### src/odst_pkg.sv
// Package for the ordered date set table.
// Holds sizes, command and status codes, item structs and cell control struct.
// No dependencies.
package odst_pkg;

  localparam int CAPACITY = 512;
  localparam int GROUP    = 16;
  localparam int NGROUP   = (CAPACITY + GROUP - 1) / GROUP;
  localparam int CNT_W    = $clog2(CAPACITY + 1);
  localparam int INDEX_W  = 9;
  localparam int COUNT_W  = 10;
  localparam int MONTH_W  = 4;
  localparam int DAY_W    = 5;
  localparam int KEY_W    = MONTH_W + DAY_W;
  localparam int CMP_W    = (CNT_W > INDEX_W) ? CNT_W : INDEX_W;

  typedef enum logic [1:0] {
    CMD_ADD    = 2'd0,
    CMD_REMOVE = 2'd1,
    CMD_QUERY  = 2'd2,
    CMD_READ   = 2'd3
  } cmd_t;

  typedef enum logic [1:0] {
    ST_OK    = 2'd0,
    ST_RANGE = 2'd1,
    ST_FULL  = 2'd2
  } status_t;

  typedef struct packed {
    cmd_t               cmd;
    logic [MONTH_W-1:0] month;
    logic [DAY_W-1:0]   day_of_month;
    logic [INDEX_W-1:0] index;
  } in_item_t;

  typedef struct packed {
    status_t            status;
    logic               found;
    logic [MONTH_W-1:0] out_month;
    logic [DAY_W-1:0]   out_day;
    logic [COUNT_W-1:0] count;
  } out_item_t;

  typedef struct packed {
    logic load;
    logic shift;
  } cell_ctrl_t;

endpackage

### src/odst_cell.sv
// One storage cell of the date chain: holds one entry, compares it with the
// broadcast key, loads the key or takes its upper neighbour's entry.
// Depends on odst_pkg.
module odst_cell import odst_pkg::*; (
  input  logic             clk,
  input  cell_ctrl_t       ctrl,
  input  logic [KEY_W-1:0] key,
  input  logic [KEY_W-1:0] from_next,
  input  logic [CNT_W-1:0] pos,
  input  logic [CNT_W-1:0] count,
  output logic [KEY_W-1:0] entry,
  output logic             match
);

  assign match = (pos < count) && (entry == key);

  always_ff @(posedge clk) begin
    if (ctrl.load) begin
      entry <= key;
    end else if (ctrl.shift) begin
      entry <= from_next;
    end
  end

endmodule

### config.mk
export PLATFORM = sky130hd
export DESIGN_NAME = odst_cell
export DESIGN_NICKNAME = d
export VERILOG_FILES = /design/src/odst_pkg.sv /design/src/odst_cell.sv
export SDC_FILE = /design/constraint.sdc
export NUM_CORES = 1
export LEC_CHECK = 0
export BUFFER_PORTS_ARGS = -buffer_cell sky130_fd_sc_hd__buf_2
export CAP_MARGIN = 20
export CELL_PAD_IN_SITES_DETAIL_PLACEMENT = 0
export CELL_PAD_IN_SITES_GLOBAL_PLACEMENT = 2
export CORE_MARGIN = 2
export CORE_UTILIZATION = 23
export CTS_BUF_LIST = sky130_fd_sc_hd__clkbuf_4
export CTS_CLUSTER_SIZE = 16
export DETAILED_ROUTE_END_ITERATION = 8
export GPL_TIMING_DRIVEN = 1
export MAX_ROUTING_LAYER = met4
export PLACE_DENSITY_LB_ADDON = 0.1
export SLEW_MARGIN = 20
export SYNTH_ARGS = -nofsm -noshare
export SYNTH_HDL_FRONTEND = slang
export SYNTH_SLANG_ARGS = --single-unit
### constraint.sdc
create_clock -name clk -period 2.4 [get_ports clk]
set_clock_uncertainty 0.2 [all_clocks]
set_input_delay 0.48 -clock clk [delete_from_list [all_inputs] [get_ports clk]]
set_output_delay 0.48 -clock clk [all_outputs]
set_load 0.1 [all_outputs]
* Word level (Yosys, flattened, before mapping)
Cells that the tools add are included.
** Storage, ports and cells
- Input port bits :: 41
- Flip-flop bits (word level) :: 9
- Output and inout port bits :: 10
** Operators by class
- Magnitude comparators :: 1
- Muxes and demuxes :: 2
- Reduce and logical (&&, ||, !) cells :: 2
- Equality and inequality tests :: 1
** Operators with widths (number)
- $mux 9 :: 2
- $lt 10x10->1 :: 1
- $eq 9x9->1 :: 1
- $reduce_bool 2->1 :: 1
- $logic_and 1x1->1 :: 1

* Logic depth before layout (Yosys ltp)
Gate-level depths: netlist of run 1.
- Word-level depth :: 2
- Mapped depth :: 6
- Gate-level depth less buffers :: 6

* Worst setup path before layout of run 1
No wires, ideal clock.
- Path kind :: flip-flop to output port
- From :: register entry[0]
- To :: output port match
- Stages on the path, launching flop included :: 5
- Buffers on the path :: 0
- Setup slack :: -1.247 ns
- Arrival :: 2.967 ns
- Data required time :: 1.720 ns
- Path through :: edfxtp_1 xnor2_1 nand4_1 or4_1 a211oi_2
** On the way
- Cells in the longest elaborated chain, start to end :: 2
** RTL lines
- start, declared :: line odst_cell.sv:11 : output logic [KEY_W-1:0] entry,
- start signal, assigned :: line odst_cell.sv:19 : entry <= key;
- start signal, assigned :: line odst_cell.sv:21 : entry <= from_next;
- $eq 9x9->1 :: line odst_cell.sv:15 : assign match = (pos < count) && (entry == key);
- $logic_and 1x1->1 :: line odst_cell.sv:15
- end, declared :: line odst_cell.sv:12 : output logic match
No other way between the ends.

* Worst setup path after layout of run 1
- From :: register entry[7]
- To :: output port match
The elaborated chain is that of the path after synthesis.

==> results of run 1 <==
==> power groups by stage <==
stage | registers (mW) | clock network, mW | logic (mW)
floorplan | 0.333 | 0 | 0.0655
global route | 0.208 | 0.140 | 0.269
detailed placement | 0.208 | 0 | 0.254
CTS | 0.205 | 0.136 | 0.256
global placement | 0.207 | 0 | 0.254
finish | 0.204 | 0.132 | 0.252
==> worst max path at each step <==
stage	start	endpoint	slack (ps)	cells past startpoint
finish	entry[7]	match	-130	5
floorplan	entry[0]	match	-870	4
CTS	entry[7]	match	-170	5
global route	entry[7]	match	-260	5
global placement	pos[3]	match	-190	7
detailed placement	pos[3]	match	-200	7
==> what timing repair did <==
item / CTS / global route
endpoints found under the setup margin: 1 / 1
hold endpoints to repair: 0 / 0
gates resized for setup: 2 / 0
==> cells in the final DEF, fill, tap and decap left out, types with 2 or more instances in the layout <==
cell type / Yosys / layout
xnor2_1: 8 / 8
buf_2: 0 / 49
nand4_1: 3 / 3
clkbuf_4: 0 / 4
mux2_2: 9 / 9
inv_1: 9 / 9
a21oi_1: 2 / 2
edfxtp_1: 9 / 9
ha_1: 9 / 9
==> synth_stat cells, drive strengths merged <==
master	count	area, um^2
xor2	1	8.760
or4	1	7.510
a211oi	2	20.02
clkbuf	1	3.750
ha	9	112.6
a211o	1	8.760
nand4	3	18.77
nand2b	1	6.260
a21oi	2	10.01
and4	1	8.760
inv	9	33.78
edfxtp	9	270.3
or2	1	6.260
o21a	1	7.510
mux2	9	101.4
o21ai	2	10.01
nor2	1	3.750
xnor2	8	70.07
==> area by class of cell <==
class / instances / area [um^2] / area share, %
Sequential cell: 9 / 270.3 / 25.68
Inverter: 9 / 33.78 / 3.210
Clock buffer: 4 / 30.03 / 2.854
Timing Repair Buffer: 50 / 265.3 / 25.21
Multi-Input combinational cell: 43 / 411.6 / 39.12
Tap cell: 33 / 41.29 / 3.924
==> through the flow <==
stage	std cells	power, mW	hold WS, ps
after floorplan	62	0.3986	499.9
after global placement	144	0.4617	579.7
after detailed placement	144	0.4624	585.5
after CTS	148	0.5966	310.4
after global routing	148	0.6172	322.1
final	148	0.5877	315.8
==> per-layer routing <==
metal	global-route usage, %	up-vias
li1	-	329
met1	11.30	262
met2	14.13	28
met3	1.965	0
met4	2.857	0
met5	-	-
==> worst max-delay path, cell delays in order, from the launching register on <==
cell and delay, ps:
edfxtp_1 390, xnor2_1 170, nand4_1 120, or4_4 510, a211oi_4 200, buf_12 210
==> cell families (layout without fill, tap and decap cells) <==
group | after synthesis | after routing | synth area share [%]
AND/OR/NAND/NOR | 8 | 8 | 7.245
flip-flops | 9 | 9 | 38.16
buffers and inverters | 10 | 63 | 5.300
multiplexers | 9 | 9 | 14.31
XOR/XNOR | 9 | 9 | 11.13
adder cells (fa/ha/maj) | 9 | 9 | 15.90
AO/OA/AOI/OAI | 8 | 8 | 7.951
==> out/qor.csv, run 1 <==
metric,value,unit
CTS Buf Count,3,
Largest regs,entry x9,
Reg power frac,34.8,%
CTS tree,built,
syn_nets,112,
final slew viol count,0,
top layer in use,met3,
post-layout instance area,1052,um^2
layout cells sized above 1,57.39,%
GRT Overall Usage,8.927,%
Routed Antenna Nets,0,
global-route wire length before repair,2373,um
Peak VDD IR,0.0002707,V
CTS root buf,clkbuf_4,
Sink Count,9,
full die area,3539,um^2
Setup crit end kind,output port,
Syn. warnings,0,
Final setup viols,1,
final WL,1554,um
IO Port Bufs,50,
worst min-delay path class,input port to flop,
Via Count,619,
GRT overflow,0,
overall die height,59.49,um
sw frac,41.27,%
Metal-1 WL,705,um
Tcrit/Tclk final,105.6,%
final worst slack,-134.1,ps
Rows,20,
Cells after Synth,62,
Setup CP Type,flop to output port,
status,"finished, violations left",
Syn Area/Cell,11.42,um^2
DR WL met3,139,um
fill count,320,
Post-Syn Area,708.2,um^2
failing checks,setup timing,
worst path required time,1720,ps
# hold bufs at CTS,0,
Syn-to-layout area delta,48.59,%
Clock Tree Buf Depth,2,
switching power,0.2425,mW
Hold Path Cell Cnt,2,
setup tns final,-134.1,ps
CORE AREA,2978,um^2
WL per Instance,10.50,um
initial core utilization,23.78,%
fmax,394.6,MHz
Rel. slew slack,67.49,%
DR vias/cell,4.182,
Worst setup SP type,flop,
Synth cell types,19,
"flops & latches, synth",9,
fin crit period,2534,ps
post-detail-place hpwl,1361,um
internal power,0.3452,mW
area post-placement,1018,um^2
Comb pwr share,42.9,%
RSZ-0062 raised after global routing,yes,
I/O pin cnt,51,
DRT iter0 DRCs,12,
First-pass DRT Iterations,4,
vias in the first global route,599,
Worst Path Max Fanout,2,
WHS Endpoint,entry[6],
final core utilization,35.34,%
Worst-Margin Slew,491.1,ps
Final Wtd Congestion,0.6770,
Inserted Diodes,0,
Nets,166,
critical path arrival,1850,ps
DRC violations left,0,
Largest register FFs,9,
met2 WL,709,um
largest net degree at the start of global routing,11,
Pwr Density,558.5,nW/um^2
Leakage,0.5160,nW
clk slew on worst S/H paths,60,ps
die width,59.49,um
final hold vios,0,
Hold Path Origin,from_next[6],
Place WS,-195.2,ps
Largest Register,entry,
clock share of power,22.4,%
Post-CTS Setup Bufs,0,
initial antenna violation count,0,
htree depth,1,
number of max-cap violations,0,
sequential-to-total area share from yosys stat,38.16,%
Note: power is estimated with default switching activity, not from simulation.
==> run 2: changes to the inputs <==
==> config.mk (replaced) <==
export PLATFORM = sky130hd
export DESIGN_NAME = odst_cell
export DESIGN_NICKNAME = d
export VERILOG_FILES = /design/src/odst_pkg.sv /design/src/odst_cell.sv
export SDC_FILE = /design/constraint.sdc
export NUM_CORES = 1
export LEC_CHECK = 0
export CAP_MARGIN = 20
export CELL_PAD_IN_SITES_DETAIL_PLACEMENT = 0
export CELL_PAD_IN_SITES_GLOBAL_PLACEMENT = 2
export CORE_MARGIN = 2
export CORE_UTILIZATION = 35
export CTS_BUF_LIST = sky130_fd_sc_hd__clkbuf_4
export CTS_CLUSTER_SIZE = 16
export DETAILED_ROUTE_END_ITERATION = 8
export DONT_BUFFER_PORTS = 1
export GPL_TIMING_DRIVEN = 1
export MAX_ROUTING_LAYER = met4
export PLACE_DENSITY_LB_ADDON = 0.1
export REMOVE_ABC_BUFFERS = 1
export SLEW_MARGIN = 20
export SYNTH_ARGS = -nofsm -noshare
export SYNTH_HDL_FRONTEND = slang
export SYNTH_SLANG_ARGS = --single-unit
export TNS_END_PERCENT = 5
==> run 2 against run 1 <==
Compared with the run above: combinational power down 11%; clock power fell by 5%; die area is 32% lower; the flow still finishes with violations (setup timing); sequential power about the same; sequential cell count is the same; wire length shrank 17%; largest power group unchanged; critical endpoint unchanged; highest routed layer is now met4; setup slack got worse by 27 ps; non-clock buffer count shrank 40; via count is 19% lower; critical path type unchanged.
==> out/qor.csv, run 2 (synthesized netlist as in run 1, its figures left out) <==
metric,value,unit
status,"finished, violations left",
failing checks,setup timing,
fmax,390.5,MHz
Setup crit end kind,output port,
cells along the critical path,xnor2_1 > nand4_1 > or4_4 > a211oi_4 > buf_12,
initial antenna violation count,0,
final hold vios,0,
GRT Overall Usage,11.94,%
Tcrit/Tclk final,106.7,%
CTS root buf,clkbuf_4,
Nets,126,
CTS Buf Count,3,
worst min-delay path class,input port to flop,
fin crit period,2561,ps
largest net degree at the start of global routing,11,
DRC violations left,0,
I/O pin cnt,51,
Largest Register,entry,
RSZ-0062 raised after global routing,yes,
CP max stage delay,510,ps
global-route wire length before repair,2090,um
Largest regs,entry x9,
worst path required time,1720,ps
Worst Path Max Fanout,2,
Inserted Diodes,0,
Routed Antenna Nets,0,
post-layout instance area,867.1,um^2
initial core utilization,36.47,%
CTS tree,built,
# hold bufs at CTS,0,
full die area,2399,um^2
final worst slack,-161.0,ps
Pwr Density,640.6,nW/um^2
Setup CP Type,flop to output port,
number of max-cap violations,0,
Largest register FFs,9,
Final Wtd Congestion,0.6881,
Worst-Margin Slew,350.1,ps
overall die height,48.98,um
Rel. slew slack,76.41,%
Final setup viols,1,
fill count,199,
Peak VDD IR,0.0003081,V
slowest cell on the critical path,or4_4,
htree depth,1,
Rows,16,
DR vias/cell,4.912,
Leakage,0.3665,nW
DRT iter0 DRCs,2,
area post-placement,833.3,um^2
First-pass DRT Iterations,4,
GRT overflow,0,
WL per Instance,12.59,um
layout cells sized above 1,34.67,%
Post-CTS Setup Bufs,0,
Syn-to-layout area delta,22.44,%
CORE AREA,1942,um^2
Clock Tree Buf Depth,2,
IO Port Bufs,0,
final core utilization,44.65,%
final WL,1284,um
critical path arrival,1880,ps
clk slew on worst S/H paths,60,ps
Via Count,501,
most frequent cells in the layout,"inv_1 (9), mux2_2 (9), ha_1 (9), edfxtp_1 (9), buf_4 (9)",
Sink Count,9,
post-detail-place hpwl,1149,um
final slew viol count,0,
die width,48.98,um
vias in the first global route,501,
Worst setup SP type,flop,
run 2: per-layer routing:
layer	track usage, %	up-vias	part of all wire, %
met5	-	-	0
met4	7.143	0	1.0
met3	3.681	2	8.6
met2	18.72	27	49
met1	13.35	222	41
li1	-	250	-
run 2: cell type report:
class | instances | area (um^2) | share of cell area [%]
multi-input combinational | 43 | 411.6 | 47.47
sequential | 9 | 270.3 | 31.17
timing repair buffer | 10 | 87.58 | 10.10
inverter | 9 | 33.78 | 3.896
tap | 27 | 33.78 | 3.896
clock buffer | 4 | 30.03 | 3.463
run 2: critical path: cells and delay by family (launching register included):
kind | cells | cell delay (ps)
AO/OA/AOI/OAI | 1 | 200
XOR/XNOR | 1 | 190
buffers and inverters | 1 | 210
flip-flops | 1 | 410
AND/OR/NAND/NOR | 2 | 620
run 2: worst paths after layout:
check | startpoint | end | slack [ps] | depth (start not counted)
worst max-delay path | entry[1] | match | -160 | 5
worst min-delay path | from_next[3] | entry[3] | 240 | 1
run 2: power breakdown:
part	switching (mW)	internal (mW)	total, mW
combinational	0.161	0.0637	0.225
sequential	0.0110	0.194	0.205
clock	0.0499	0.0752	0.125
total	0.222	0.333	0.555
run 2: metrics by stage:
step                      hold WS, ps  setup slack (ps)  cells  power, mW  setup TNS (ps)
after global placement          500.3            -101.1     98     0.4339          -101.1
final                           243.0            -161.0    102     0.5554          -161.0
after floorplan                 499.8             -1247     61     0.3945           -1247
after CTS                       234.9            -190.2    102     0.5628          -190.2
after global routing            225.6            -241.9    102     0.5867          -241.9
after detailed placement        503.6            -131.4     98     0.4356          -131.4
run 2: repair_timing:
action / CTS / global route
setup endpoints to repair: 1 / 1
pin swaps: 0 / 1
resized for setup: 1 / 0
gates cloned: 0 / 0
